### config.mk
export PLATFORM = sky130hd
export DESIGN_NAME = binary_to_ascii_hex_or_decimal
export DESIGN_NICKNAME = d
export VERILOG_FILES = /design/src/rtl/bta_pkg.sv /design/src/rtl/binary_to_ascii_hex_or_decimal.sv /design/src/rtl/bta_dabble.sv /design/src/rtl/bta_emit.sv
export SDC_FILE = /design/constraint.sdc
export NUM_CORES = 1
export LEC_CHECK = 0
export BUFFER_PORTS_ARGS = -buffer_cell sky130_fd_sc_hd__buf_2
export CORE_MARGIN = 2
export CORE_UTILIZATION = 45
export DETAILED_ROUTE_END_ITERATION = 8
export PLACE_DENSITY = 0.62
export SETUP_SLACK_MARGIN = 0.1
export SLEW_MARGIN = 5
export SYNTH_ARGS = -nofsm -noshare
export SYNTH_HDL_FRONTEND = slang
export SYNTH_HIERARCHICAL = 1
export SYNTH_SLANG_ARGS = --single-unit
### constraint.sdc
create_clock -name clk -period 5.9 [get_ports clk]
set_input_delay 0.59 -clock clk [delete_from_list [all_inputs] [get_ports clk]]
set_output_delay 0.59 -clock clk [all_outputs]
set_load 0.01 [all_outputs]
### src/rtl/bta_pkg.sv
// shared types, constants and the digit-to-character function of the binary to ascii converter
`timescale 1ns / 1ps

package bta_pkg;

  // input and output field widths
  localparam int unsigned VALUE_W = 32;
  localparam int unsigned CHAR_W  = 7;

  // ten bcd digits cover the full 32-bit range
  localparam int unsigned DEC_DIGITS = 10;
  localparam int unsigned HEX_DIGITS = 8;
  localparam int unsigned DIGITS_W   = 4 * DEC_DIGITS;

  // shift-add-3 runs one step per input bit
  localparam int unsigned STEP_W = $clog2(VALUE_W);

  // digit count and prefix count widths
  localparam int unsigned LEFT_W = $clog2(DEC_DIGITS + 1);
  localparam int unsigned PRE_W  = 2;

  localparam logic [PRE_W-1:0]  PREFIX_LEN = PRE_W'(2);
  localparam logic [LEFT_W-1:0] DEC_LEN    = LEFT_W'(DEC_DIGITS);
  localparam logic [LEFT_W-1:0] HEX_LEN    = LEFT_W'(HEX_DIGITS);

  // ascii codes
  localparam logic [CHAR_W-1:0] CHAR_ZERO = 7'h30;
  localparam logic [CHAR_W-1:0] CHAR_X    = 7'h78;
  localparam logic [CHAR_W-1:0] CHAR_A_OFS = 7'h37;

  // mode codes
  localparam logic MODE_HEX = 1'b0;
  localparam logic MODE_DEC = 1'b1;

  // digit word handed to the character sequencer
  typedef struct packed {
    logic                valid;
    logic                dec;
    logic [DIGITS_W-1:0] digits;
  } bta_load_t;

  // one digit 0..15 to its upper-case character
  function automatic logic [CHAR_W-1:0] hex_char(input logic [3:0] nib);
    logic [CHAR_W-1:0] ch;
    if (nib < 4'd10) begin
      ch = CHAR_ZERO + {3'b000, nib};
    end else begin
      ch = CHAR_A_OFS + {3'b000, nib};
    end
    return ch;
  endfunction

endpackage

### src/rtl/binary_to_ascii_hex_or_decimal.sv
// top level: binary to ascii converter, "0x" plus eight hex digits or plain decimal
//
//   channel  direction  payload                    handshake
//   in_      input      in_value[31:0], in_mode    in_valid / in_stall
//   out_     output     out_ascii_char[6:0], out_last  out_valid / out_stall
//
// one item at a time; in_stall rises at a transfer and falls in the cycle after the last
// character has entered the output register. a hex item is ten characters; a decimal
// item runs the shift-add-3 steps, one per input bit, then loads the sequencer, which
// drops leading zeros and emits digits, ten together. out_stall holds the output
// register and the sequencer's characters, but leading zeros are still dropped under
// it. rst_n is synchronous; no clearing pass is needed.
`timescale 1ns / 1ps

module binary_to_ascii_hex_or_decimal (
  input  logic                          clk,
  input  logic                          rst_n,
  input  logic                          in_valid,
  output logic                          in_stall,
  input  logic [bta_pkg::VALUE_W-1:0]   in_value,
  input  logic                          in_mode,
  output logic                          out_valid,
  input  logic                          out_stall,
  output logic [bta_pkg::CHAR_W-1:0]    out_ascii_char,
  output logic                          out_last
);
  import bta_pkg::*;

  typedef enum logic [1:0] {
    ST_IDLE,
    ST_CONV,
    ST_EMIT
  } state_t;

  state_t              state_r, state_nxt;
  logic                accept;
  logic                dab_start;
  logic                dab_done;
  logic [DIGITS_W-1:0] dab_bcd;
  logic                emit_busy;
  bta_load_t           load;

  assign in_stall  = (state_r != ST_IDLE);
  assign accept    = in_valid && !in_stall;
  assign dab_start = accept && (in_mode == MODE_DEC);

  // hex goes straight to the sequencer, decimal after the bcd conversion
  always_comb begin
    load = '0;
    if (state_r == ST_IDLE && accept && in_mode == MODE_HEX) begin
      load.valid  = 1'b1;
      load.dec    = 1'b0;
      load.digits = {in_value, {(DIGITS_W - VALUE_W){1'b0}}};
    end else if (state_r == ST_CONV && dab_done) begin
      load.valid  = 1'b1;
      load.dec    = 1'b1;
      load.digits = dab_bcd;
    end
  end

  // control sequencer
  always_comb begin
    state_nxt = state_r;
    case (state_r)
      ST_IDLE: begin
        if (accept) begin
          state_nxt = (in_mode == MODE_DEC) ? ST_CONV : ST_EMIT;
        end
      end
      ST_CONV: begin
        if (dab_done) begin
          state_nxt = ST_EMIT;
        end
      end
      ST_EMIT: begin
        if (!emit_busy) begin
          state_nxt = ST_IDLE;
        end
      end
      default: state_nxt = ST_IDLE;
    endcase
  end

  always_ff @(posedge clk) begin
    if (!rst_n) begin
      state_r <= ST_IDLE;
    end else begin
      state_r <= state_nxt;
    end
  end

  bta_dabble u_dabble (
    .clk   (clk),
    .rst_n (rst_n),
    .start (dab_start),
    .value (in_value),
    .done  (dab_done),
    .bcd   (dab_bcd)
  );

  bta_emit u_emit (
    .clk            (clk),
    .rst_n          (rst_n),
    .load           (load),
    .busy           (emit_busy),
    .out_valid      (out_valid),
    .out_stall      (out_stall),
    .out_ascii_char (out_ascii_char),
    .out_last       (out_last)
  );

endmodule

### src/rtl/bta_dabble.sv
// iterative shift-add-3 unit: 32-bit binary to ten bcd digits, one bit per cycle
`timescale 1ns / 1ps

module bta_dabble (
  input  logic                          clk,
  input  logic                          rst_n,
  input  logic                          start,
  input  logic [bta_pkg::VALUE_W-1:0]   value,
  output logic                          done,
  output logic [bta_pkg::DIGITS_W-1:0]  bcd
);
  import bta_pkg::*;

  logic                run_r, run_nxt;
  logic                done_r, done_nxt;
  logic [STEP_W-1:0]   step_r, step_nxt;
  logic [VALUE_W-1:0]  bin_r, bin_nxt;
  logic [DIGITS_W-1:0] bcd_r, bcd_nxt;
  logic [DIGITS_W-1:0] corr;

  // add 3 to every digit of 5 or more before the shift
  always_comb begin
    for (int d = 0; d < DEC_DIGITS; d++) begin
      if (bcd_r[4*d +: 4] >= 4'd5) begin
        corr[4*d +: 4] = bcd_r[4*d +: 4] + 4'd3;
      end else begin
        corr[4*d +: 4] = bcd_r[4*d +: 4];
      end
    end
  end

  // step sequencer
  always_comb begin
    run_nxt  = run_r;
    done_nxt = 1'b0;
    step_nxt = step_r;
    bin_nxt  = bin_r;
    bcd_nxt  = bcd_r;
    if (start) begin
      run_nxt  = 1'b1;
      step_nxt = '0;
      bin_nxt  = value;
      bcd_nxt  = '0;
    end else if (run_r) begin
      bcd_nxt  = {corr[DIGITS_W-2:0], bin_r[VALUE_W-1]};
      bin_nxt  = {bin_r[VALUE_W-2:0], 1'b0};
      step_nxt = step_r + 1'b1;
      if (step_r == STEP_W'(VALUE_W - 1)) begin
        run_nxt  = 1'b0;
        done_nxt = 1'b1;
      end
    end
  end

  always_ff @(posedge clk) begin
    if (!rst_n) begin
      run_r  <= 1'b0;
      done_r <= 1'b0;
    end else begin
      run_r  <= run_nxt;
      done_r <= done_nxt;
    end
    step_r <= step_nxt;
    bin_r  <= bin_nxt;
    bcd_r  <= bcd_nxt;
  end

  assign done = done_r;
  assign bcd  = bcd_r;

endmodule

### src/rtl/bta_emit.sv
// character sequencer: prefix, leading-zero skip and the registered output stage
`timescale 1ns / 1ps

module bta_emit (
  input  logic                        clk,
  input  logic                        rst_n,
  input  bta_pkg::bta_load_t          load,
  output logic                        busy,
  output logic                        out_valid,
  input  logic                        out_stall,
  output logic [bta_pkg::CHAR_W-1:0]  out_ascii_char,
  output logic                        out_last
);
  import bta_pkg::*;

  logic                busy_r, busy_nxt;
  logic                lead_r, lead_nxt;
  logic [PRE_W-1:0]    pre_r, pre_nxt;
  logic [LEFT_W-1:0]   left_r, left_nxt;
  logic [DIGITS_W-1:0] dig_r, dig_nxt;
  logic                oval_r, oval_nxt;
  logic [CHAR_W-1:0]   ochar_r, ochar_nxt;
  logic                olast_r, olast_nxt;
  logic                out_free;
  logic [3:0]          top;

  assign out_free = !oval_r || !out_stall;
  assign top      = dig_r[DIGITS_W-1 -: 4];

  // one character while the output register is free, or one skipped leading zero, per cycle
  always_comb begin
    busy_nxt  = busy_r;
    lead_nxt  = lead_r;
    pre_nxt   = pre_r;
    left_nxt  = left_r;
    dig_nxt   = dig_r;
    oval_nxt  = oval_r;
    ochar_nxt = ochar_r;
    olast_nxt = olast_r;
    if (oval_r && !out_stall) begin
      oval_nxt = 1'b0;
    end
    if (load.valid) begin
      busy_nxt = 1'b1;
      lead_nxt = load.dec;
      pre_nxt  = load.dec ? '0 : PREFIX_LEN;
      left_nxt = load.dec ? DEC_LEN : HEX_LEN;
      dig_nxt  = load.digits;
    end else if (busy_r) begin
      if (pre_r != '0) begin
        // "0x" prefix in hex mode
        if (out_free) begin
          oval_nxt  = 1'b1;
          ochar_nxt = (pre_r == PREFIX_LEN) ? CHAR_ZERO : CHAR_X;
          olast_nxt = 1'b0;
          pre_nxt   = pre_r - 1'b1;
        end
      end else if (lead_r && top == 4'd0 && left_r > LEFT_W'(1)) begin
        // drop a leading zero, keeping at least one digit
        dig_nxt  = {dig_r[DIGITS_W-5:0], 4'h0};
        left_nxt = left_r - 1'b1;
      end else if (out_free) begin
        oval_nxt  = 1'b1;
        ochar_nxt = hex_char(top);
        olast_nxt = (left_r == LEFT_W'(1));
        dig_nxt   = {dig_r[DIGITS_W-5:0], 4'h0};
        left_nxt  = left_r - 1'b1;
        lead_nxt  = 1'b0;
        busy_nxt  = (left_r != LEFT_W'(1));
      end
    end
  end

  always_ff @(posedge clk) begin
    if (!rst_n) begin
      busy_r <= 1'b0;
      oval_r <= 1'b0;
    end else begin
      busy_r <= busy_nxt;
      oval_r <= oval_nxt;
    end
    lead_r  <= lead_nxt;
    pre_r   <= pre_nxt;
    left_r  <= left_nxt;
    dig_r   <= dig_nxt;
    ochar_r <= ochar_nxt;
    olast_r <= olast_nxt;
  end

  assign busy           = busy_r;
  assign out_valid      = oval_r;
  assign out_ascii_char = ochar_r;
  assign out_last       = olast_r;

endmodule

After elaboration in Yosys (flattened, before gate mapping). Cells that the tools add are included. W data, S select, Z words.

Bits in registers: 138. Input bits: 37.

$add $sub $neg: 15. $lt $le $gt $ge: 12. Equality and inequality tests: 12. Multiplexer cells: 64. Bitwise logic cells: 4. Reduce and logical (&&, ||, !) cells: 27.

Operator list (count): $mux W40 (5); $mux W42 (2); $mux W32 (2); $mux W4 (14); $mux W7 (6); $ge A4 B3 Y1 const B (10); $add A4 B2 Y4 const B (9); $mux W1 (23); $mux W2 (10); $add A6 B4 Y7 const A (2); $reduce_bool A2 Y1 (6); $reduce_and A3 Y1 (3); $logic_and A1 B1 Y1 (8); $ne A2 B2 Y1 const B (4); $reduce_and A4 Y1 (2); $pmux W2 S3 (1); $add A5 B1 Y5 const B (1); $eq A5 B5 Y1 const B (1); $eq A2 B2 Y1 const B (2); $eq A4 B1 Y1 const B (1); $gt A4 B1 Y1 const B (1); $logic_not A4 Y1 (1); $lt A4 B4 Y1 const B (1); $ne A2 B1 Y1 const B (2); 12 further kinds (17).

Depth between registers and ports, before layout. Gate-level depths: netlist (run 1).

Word-level depth: 8. Depth in mapped cells: 7. Depth with buffers taken out: 6.

Modules after synthesis. Netlist (run 1), hierarchy kept.

By module, submodules not included: bta_dabble (instances 1, cells each 402, area an instance 4076.4 um^2, sequential area each 1901.8 um^2); bta_emit (instances 1, cells each 162, area an instance 2524.9 um^2, sequential area each 1691.6 um^2); binary_to_ascii_hex_or_decimal (instances 1, cells each 62, area an instance 578.1 um^2, sequential area each 40.0 um^2).

Worst setup path after synthesis (run 1). Ideal clock, no wire load.

Kind: input to register. Start: in in_mode. End: reg u_emit.dig_r[0], enable pin. Setup time: 0.460 ns. Arrival time: 3.709 ns. Data required time: 5.440 ns. Path slack: 1.731 ns. Stages: 6. Path buffers: 2. Cell sequence: nor4b_4 -> or2_2 -> buf_2 -> buf_2 -> nor2_1 -> a21oi_1.

RTL lines: start, declared (RTL line binary_to_ascii_hex_or_decimal.sv:21) `input logic in_mode,`; end signal, assigned (RTL line bta_emit.sv:85) `dig_r <= dig_nxt;`; end, declared (RTL line bta_emit.sv:20) `logic [DIGITS_W-1:0] dig_r, dig_nxt;`.

==> run metrics, run 1 <==
Final Hold Violating Endpoints=0; Post-Layout Cell Count=892; post-synthesis area per instance=11.5 sq um; count of input and output buffers=46; WL met1=6660 microns; antenna-violating nets left=0; worst-path fanout max=51; clk sinks=about 140; cts repair resizes=0; r2r setup slk=2.69 ns; core area=between 15,000 and 20,000 sq um; CP Data Required Time=5.95 ns; ant diodes=0; Slew Limit Fails=0; Die W=130 microns; vias in the first global route=around 4,800; Initial DRC Count=298; initial antenna violation count=0; post-route design area=about 8000 sq um; Ports=47; RSZ-0062 raised after global routing=false; worst hold stages=2; Post-synth EDFFs=between 80 and 90; worst-case reg-to-reg path depth=6; final setup TNS=0 ns; fin crit period=3.21 ns; Peak Freq=312 MHz; Cells after DPL=860; Yosys cell types=57; Vias=4,931; Setup Buffers After CTS=0; Starting Density=0.457; mean number of vias per cell=5.53; dpl cell area=between 7000 and 8000 sq um; H-Tree Depth=4; clk_lat worst skew=approximately 0.42 ns; Vert. Die Dim=about 130 microns; Hold WC Path Type=in -> reg; Tightest Pin Transition=~1.1 ns; routability cong.=between 0.8 and 0.9; crit start category=flip-flop; final core occ=0.518; max-cap violation count=0; clock skew=0.00641 ns; critical path endpoint category=flip-flop; Max IR drop VDD=between 0.2 and 0.25 mV; status=finished, final reports clean; Seq/Total Area, Yosys=0.506; layout cell share with drive strength beyond 1=0.265; met2 wire length=6980 microns; cell leakage power=3.00 nW; ys flop type=edfxtp_1; Max Root-Sink Buffers=2; syn nets=691; number of core rows=46; nets=around 730; DR top layer=met4; Cell Pwr Density=385 nW/um^2; capturing point of the worst reg2reg path=u_emit/dig_r[10]; first-pass GRT wire length=23,400 microns; CTS clk-pin slew, worst paths=0.06 ns; DRT Pass-1 Iters=5; Setup-failing EPs final=0; Tot GR Track Use=0.178; Worst EP arrival=3.26 ns; Yosys reg bits=approximately 140; Max-slew headroom=0.293; cts bufs inserted=17; Root Driver=clkbuf_16; FILL cells=about 1,400; die area=17,000 sq um; hold_buf cts=0; Netlist Area Pre-Place=7180 sq um; drt drc=0; Async SR Flop Fraction=0; WS Path Type=reg -> reg; drt total wl=14,400 microns; CTS tree=built; Syn. warnings=6; hold path start=rst_n; Mapped Cells=626; DP Wirelength=9270 microns; Crit Reg-Reg Startpoint=state_r[0]; largest net degree at the start of global routing=52; worst hold path endpoint=u_dabble/run_r; met3 wire length=571 microns; area grow syn2layout=13.3%; gr ovfl total=0; Tcrit/Tclk final=0.544; Routed WL per cell=16.2 microns
==> final cells by class <==
cell class / count / area, sq um / area share
tap: 216 / 270 / 0.0332
timing repair buffer: 52 / 275 / 0.0338
multi-input combinational: 409 / 3180 / 0.390
clock buffer: 20 / 437 / 0.0537
clock inverter: 12 / 174 / 0.0214
inverter: 45 / 169 / 0.0208
sequential: 138 / 3630 / 0.447
==> stage by stage <==
step | worst slack [ns] | total power, mW | hold slack [ns]
after CTS | 2.65 | 3.16 | 0.445
after global placement | 2.47 | 1.99 | 0.471
after floorplan | 1.73 | 1.86 | 0.456
final | 2.69 | 3.13 | 0.464
after detailed placement | 2.37 | 2.04 | 0.477
after global routing | 2.46 | 3.31 | 0.461
==> per-layer routing <==
| metal | vias to the layer above | track usage |
|---|---|---|
| li1 | 2421 | - |
| met1 | 2393 | 0.225 |
| met2 | 99 | 0.297 |
| met3 | 18 | 0.0488 |
| met4 | 0 | 0.0595 |
| met5 | - | 0 |
==> flip-flops by register name (all words and copies together) (netlist names), 2 cells and up <==
name and cells:
u_emit/left_r 4, u_emit/pre_r 2, u_dabble/bin_r 32, state_r 2
u_dabble/step_r 5, u_emit/dig_r 40, u_dabble/bcd 40, u_emit/out_ascii_char 7
==> report_power, final <==
part | switching [mW] | internal (mW) | leakage [nW]
clock | 0.399 | 0.705 | 0.298
combinational | 0.356 | 0.293 | 1.46
sequential | 0.175 | 1.20 | 1.24
==> layout by cell type, fill, tap and decap left out, types with 15 or more instances in the layout <==
cell type	count
nand2_1	31
a22o_1	23
ha_1	28
clkbuf_16	17
buf_2	46
dfxtp_1	50
o21ai_1	16
and2_1	15
a21oi_1	33
o21ai_0	25
edfxtp_1	87
mux2_2	67
inv_1	45
nor2_1	28
==> critical path: stages, from the launching register on <==
cell,delay [ns]
dfxtp_1,0.43
and3b_1,0.19
buf_4,0.40
or2_2,0.91
nor2_1,0.20
a21oi_4,0.18
buf_4,0.49
==> kinds of logic after synthesis <==
logic type               share of synthesized area
AO/OA/AOI/OAI                                0.171
XOR/XNOR                                   0.00854
adder cells (fa/ha/maj)                     0.0488
buffers and inverters                       0.0542
flip-flops                                   0.506
multiplexers                                 0.109
AND/OR/NAND/NOR                              0.102
==> cells in the mapped netlist, drive strengths merged, types with 9 or more instances <==
master   n  share of area
nand3   10         0.0070
o32ai   11          0.013
mux2    67           0.11
ha      28          0.049
and2    15          0.013
inv     45          0.024
a21oi   34          0.024
o21ai   41          0.029
dfxtp   51           0.14
nor2    29          0.015
o22ai    9         0.0078
nor3    11         0.0077
buf     30          0.029
nand4   11         0.0096
nand2   31          0.016
edfxtp  87           0.36
a22o    32          0.042
o22a     9          0.012
==> worst max path at each step <==
stage | end | slack (ns) | cells past startpoint | startpoint
2_1_floorplan | u_emit/dig_r[0] | 1.73 | 6 | in_mode
4_1_cts | u_emit/dig_r[10] | 2.65 | 6 | state_r[0]
6_report | u_emit/dig_r[10] | 2.69 | 6 | state_r[0]
3_5_place_dp | u_emit/dig_r[19] | 2.37 | 7 | in_mode
5_1_grt | u_emit/dig_r[10] | 2.46 | 6 | state_r[0]
3_3_place_gp | u_emit/dig_r[17] | 2.47 | 7 | in_mode
No activity file was read; power rests on OpenSTA's default activity.
==> run 2, diff against run 1 <==
clock period = 3.14 ns   (was 5.9 ns; I/O delays follow)
==> run 2 against run 1 <==
Effect of this change:
- worst hold slack got worse by 0.28 ns
- clock power rose by 80%
- die area did not move
- fmax rose by 60%
- global-route usage rose by 0.13 points
- combinational power rose by 91%
- clock-buffer cell count rose by 2
- critical path depth fell by 1
- setup slack got worse by 1.6 ns
- register-to-register slack got worse by 1.6 ns
- cell count rose by 0.45%
==> run metrics, run 2 (synthesis gave the netlist of run 1 again) <==
Cells after DPL=864 (was 860); Vias=4,995 (was 4,931); worst-case reg-to-reg path depth=5 (was 6); Flop pwr share=0.444 (was 0.440); Max Root-Sink Buffers=2 (unchanged); initial antenna violation count=0 (unchanged); max-cap violation count=0 (unchanged); largest net degree at the start of global routing=46 (was 52); drt total wl=14,600 microns (was 14,400 microns); Initial DRC Count=386 (was 298); status=finished, final reports clean (unchanged); Crit Reg-Reg Startpoint=u_emit/left_r[0] (was state_r[0]); CTS tree=built (unchanged); Clock power frac=0.342 (was 0.353); crit start category=flip-flop (unchanged); cell leakage power=3.00 nW (about the same); Post-Layout Cell Count=896 (was 892); clk sinks=138 (unchanged); Worst EP arrival=2.07 ns (was 3.26 ns); capturing point of the worst reg2reg path=u_emit/out_ascii_char[5] (was u_emit/dig_r[10]); Tot GR Track Use=0.180 (was 0.178); number of core rows=46 (unchanged); NetSw=1.74 mW (was 0.930 mW); DP Wirelength=9610 microns (was 9270 microns); Cell Pwr Density=714 nW/um^2 (was 385 nW/um^2); cts bufs inserted=17 (unchanged); r2r setup slk=1.13 ns (was 2.69 ns); P_int=4.07 mW (was 2.20 mW); Setup-failing EPs final=0 (unchanged); ant diodes=0 (unchanged); nets=732 (was 728); gr ovfl total=0 (unchanged); worst-path cell chain=inv_1, ha_1, nor2_1, o311ai_1, nor3b_2 (was and3b_1, buf_4, or2_2, nor2_1, a21oi_4, buf_4); worst hold stages=2 (unchanged); Max IR drop VDD=0.415 mV (was 0.209 mV); core area=15,700 sq um (unchanged); Die W=130 microns (unchanged); Root Driver=clkbuf_16 (unchanged); hold path start=rst_n (unchanged); die area=17,000 sq um (unchanged); area grow syn2layout=13.3% (about the same); layout cell share with drive strength beyond 1=0.263 (was 0.265); first-pass GRT wire length=23,900 microns (was 23,400 microns); drt drc=0 (unchanged); Tightest Pin Transition=0.863 ns (was 1.06 ns); Routed WL per cell=16.2 microns (about the same); worst hold path endpoint=u_dabble/run_r (unchanged); mean number of vias per cell=5.57 (was 5.53); DRT Pass-1 Iters=5 (unchanged); most common cell after layout, fill and taps aside=edfxtp_1 (unchanged); count of input and output buffers=46 (unchanged); fin crit period=2.01 ns (was 3.21 ns); most frequent cells in the layout=87 x edfxtp_1, 67 x mux2_2, 50 x dfxtp_1, 46 x buf_2, 45 x inv_1 (unchanged); cts repair resizes=0 (unchanged); worst hold margin=0.189 ns (was 0.464 ns); antenna-violating nets left=0 (unchanged); CP max stage delay=0.58 ns (was 0.91 ns); slowest CP cell=nor3b_2 (was or2_2); hold_buf cts=0 (unchanged); final setup TNS=0 ns (unchanged); Tcrit/Tclk final=0.640 (was 0.544); Gate power share=0.214 (was 0.207); H-Tree Depth=4 (unchanged); WS Path Type=reg -> reg (unchanged); CP Data Required Time=3.20 ns (was 5.95 ns); RSZ-0062 raised after global routing=false (unchanged); worst-path fanout max=8 (was 51); clock skew=0.00605 ns (was 0.00641 ns); Total Power=5.81 mW (was 3.13 mW); Net Sw Frac=0.299 (was 0.297); WP buf/inv=1 (was 2); Peak Freq=497 MHz (was 312 MHz); CTS clk-pin slew, worst paths=0.06 ns (about the same); FILL cells=1,370 (was 1,375); routability cong.=0.831 (was 0.850); vias in the first global route=4,867 (was 4,826); Starting Density=0.457 (unchanged); critical path endpoint category=flip-flop (unchanged); Vert. Die Dim=130 microns (unchanged); Slew Limit Fails=0 (unchanged); Hold WC Path Type=in -> reg (unchanged); clk_lat worst skew=0.42 ns (about the same); CP delay by family, top=simple AND/OR/NAND/NOR gates (unchanged); Max-slew headroom=0.425 (was 0.293); Ports=47 (unchanged); Final Hold Violating Endpoints=0 (unchanged); Setup Buffers After CTS=0 (unchanged)
[run 2: worst max-delay path by stage]
stage                                start                        to  slack, ns  depth (start not counted)
after floorplan                 state_r[0]           u_emit/dig_r[0]       0.14                          6
after global placement          state_r[0]         u_dabble/bin_r[2]       1.20                          4
after detailed placement  u_emit/left_r[0]  u_emit/out_ascii_char[0]       1.14                          5
after CTS                 u_emit/left_r[0]  u_emit/out_ascii_char[2]       1.11                          5
after global routing      u_emit/left_r[0]  u_emit/out_ascii_char[2]       0.93                          5
final                     u_emit/left_r[0]  u_emit/out_ascii_char[5]       1.13                          5
[run 2: layer usage]
metal	global-route usage	wire length, microns	vias up
met5	0	0	-
met4	0.0651	219	0
met3	0.0414	735	17
met2	0.290	6920	146
met1	0.237	6680	2410
li1	-	-	2422
[run 2: per-stage QoR]
stage | cell area (sq um) | util | setup WS [ns]
after global routing | 8130 | 0.518 | 0.931
after detailed placement | 7550 | 0.481 | 1.14
final | 8130 | 0.518 | 1.13
after CTS | 8130 | 0.518 | 1.11
after global placement | 7550 | 0.481 | 1.20
after floorplan | 7180 | - | 0.140
[run 2: power groups by stage]
stage,clock network (mW),logic (mW),registers [mW]
floorplan,0,0.982,2.52
global placement,0,1.14,2.60
detailed placement,0,1.22,2.61
CTS,2.03,1.23,2.58
global route,2.11,1.39,2.63
finish,1.98,1.24,2.58
[run 2: layout make-up]
class	count	area, sq um	area share
repair buffers	56	305	0.0375
multi-input cells	409	3180	0.390
flip-flops and latches	138	3630	0.447
clock inverters	10	124	0.0152
inverters	45	169	0.0208
well taps	216	270	0.0332
clock buffers	22	454	0.0558
==> run 3, diff against run 2 <==
clock period = 1.9 ns   (was 3.14 ns; I/O delays follow)
==> run 3 against run 2 <==
Effect of this change:
- worst hold slack worse by 0.13 ns
- sequential power up 66%
- setup slack worse by 1.1 ns
- routed wire length increased by 8.7%
- combinational power increased by 85%
- fmax up 6.3%
- critical path depth rose by 3
- register-to-register slack worse by 1.1 ns
- critical path type unchanged
- largest cell class unchanged
- utilization up 4.4 points
- power is 66% higher
- global-route usage increased by 0.50 points
- clock-buffer cell count rose by 1
- highest routed layer unchanged
==> run metrics, run 3 (synthesis gave the netlist of run 1 again) <==
Place WS=0.0637 ns (was 1.14 ns); most frequent cells in the layout=87 x edfxtp_1, 67 x mux2_2, 48 x dfxtp_1, 46 x buf_2, 43 x inv_1 (was 87 x edfxtp_1, 67 x mux2_2, 50 x dfxtp_1, 46 x buf_2, 45 x inv_1); met1 Use GR=0.239 (was 0.237); count of input and output buffers=46 (unchanged); cell leakage power=3.33 nW (was 3.00 nW); Initial DRC Count=403 (was 386); initial antenna violation count=0 (unchanged); final setup TNS=0 ns (unchanged); Crit Reg-Reg Startpoint=u_emit/dig_r[37] (was u_emit/left_r[0]); H-Tree Depth=4 (unchanged); post-route design area=8820 sq um (was 8130 sq um); worst-case reg-to-reg path depth=8 (was 5); Tot GR Track Use=0.185 (was 0.180); met3 Usage GRT=0.0422 (was 0.0414); Tcrit/Tclk final=0.996 (was 0.640); DP Wirelength=10,100 microns (was 9610 microns); antenna-violating nets left=0 (unchanged); Setup-failing EPs final=0 (unchanged); gr ovfl total=0 (unchanged); WS Path Type=reg -> reg (unchanged); Worst EP arrival=2.03 ns (was 2.07 ns); dpl cell area=7830 sq um (was 7550 sq um); core area=15,700 sq um (unchanged); Max-slew headroom=0.737 (was 0.425); global routing's busiest layer=met2 (unchanged); CP Data Required Time=2.04 ns (was 3.20 ns); layout cell share with drive strength beyond 1=0.327 (was 0.263); M2 GR Usage=0.302 (was 0.290); Vias=5,245 (was 4,995); RSZ-0062 raised after global routing=true (was false); FILL cells=1,296 (was 1,370); Die W=130 microns (unchanged); critical path endpoint category=flip-flop (unchanged); Final Hold Violating Endpoints=0 (unchanged); r2r setup slk=0.008 ns (was 1.13 ns); worst-path fanout max=6 (was 8); fin crit period=1.89 ns (was 2.01 ns); most common cell after layout, fill and taps aside=edfxtp_1 (unchanged); capturing point of the worst reg2reg path=u_emit/dig_r[11] (was u_emit/out_ascii_char[5]); CTS clk-pin slew, worst paths=0.06 ns (about the same); worst hold path endpoint=u_dabble/run_r (unchanged); first-pass GRT wire length=24,400 microns (was 23,900 microns); Slew Limit Fails=0 (unchanged); die area=17,000 sq um (unchanged); Root Driver=clkbuf_16 (unchanged); crit start category=flip-flop (unchanged); Starting Density=0.457 (unchanged); CP startpoint=u_emit/dig_r[37] (was u_emit/left_r[0]); cts bufs inserted=17 (unchanged); Routed WL per cell=16.8 microns (was 16.2 microns); Peak Freq=528 MHz (was 497 MHz); largest net degree at the start of global routing=34 (was 46); setup ws final=0.00763 ns (was 1.13 ns); routability cong.=0.800 (was 0.831); nets=780 (was 732); Max IR drop VDD=0.698 mV (was 0.415 mV); hold path start=rst_n (unchanged); Max Root-Sink Buffers=2 (unchanged); Cell Pwr Density=1100 nW/um^2 (was 714 nW/um^2); Tightest Pin Transition=0.392 ns (was 0.863 ns); drt drc=0 (unchanged); CTS tree=built (unchanged); DRT Pass-1 Iters=4 (was 5); worst hold margin=0.0627 ns (was 0.189 ns); ant diodes=0 (unchanged); drt total wl=15,800 microns (was 14,600 microns); Ports=47 (unchanged); clock skew=0.00818 ns (was 0.00605 ns); vias in the first global route=4,966 (was 4,867); mean number of vias per cell=5.56 (was 5.57); worst hold stages=2 (unchanged); clk_lat worst skew=0.42 ns (about the same); clk sinks=138 (unchanged); status=finished, final reports clean (unchanged); Hold WC Path Type=in -> reg (unchanged); max-cap violation count=0 (unchanged); number of core rows=46 (unchanged); hold_buf cts=0 (unchanged); area grow syn2layout=22.8% (was 13.3%); Vert. Die Dim=130 microns (unchanged)
-- run 3: cell types whose count changed in the layout (fill, tap and decap cells not counted), sizes merged --
cell	delta
buf	+41
bufinv	-2
clkbuf	+7
clkinvlp	+1
or2	+1
-- run 3: final cells by class --
type	instances	area [sq um]	share of cell area
timing repair buffer	103	970	0.110
inverter	45	169	0.0192
tap	216	270	0.0307
multi-input combinational	410	3220	0.365
clock buffer	23	478	0.0542
clock inverter	9	73.8	0.00837
sequential	138	3640	0.413
-- run 3: metrics by stage --
step | cells | power [mW] | utilization
floorplan | 626 | 5.80 | -
global placement | 883 | 6.30 | 0.499
detailed placement | 883 | 6.43 | 0.499
CTS | 920 | 9.57 | 0.539
global route | 944 | 10.2 | 0.561
finish | 944 | 9.66 | 0.561
-- run 3: power by group --
| part | internal, mW | switching [mW] | total, mW |
|---|---|---|---|
| Sequential | 3.74 | 0.535 | 4.27 |
| Combinational | 1.11 | 1.19 | 2.30 |
| Clock | 1.89 | 1.20 | 3.09 |
| Total | 6.73 | 2.92 | 9.66 |
-- run 3: layer usage --
metal  up-vias  share of wire
li1       2529              -
met4         0          0.014
met3        16          0.046
met5         -              0
met2       158           0.48
met1      2542           0.46
-- run 3: how the worst max path moves through the flow --
stage / to / slack [ns] / cells after the start
after global placement: u_emit/dig_r[15] / 0.1 / 7
after CTS: u_emit/out_ascii_char[0] / 0.07 / 6
after detailed placement: u_emit/dig_r[15] / 0.06 / 7
after floorplan: u_emit/dig_r[0] / -0.50 / 6
final: u_emit/dig_r[11] / 0.008 / 8
after global routing: u_emit/dig_r[6] / -0.07 / 8
-- run 3: worst max-delay path, stage by stage (launching register included) --
cell       delay (ns)
edfxtp_1         0.42
inv_2            0.10
ha_4             0.12
and4bb_1         0.22
o31ai_1          0.09
buf_4            0.16
a21oi_4          0.16
buf_12           0.17
clkbuf_16        0.16
-- run 3: repair_timing --
action | in CTS | in global routing
gates resized for setup | 3 | 6
pin swaps | 2 | 6
gates cloned | 2 | 7
setup endpoints to repair | 69 | 120
setup buffers | 3 | 17
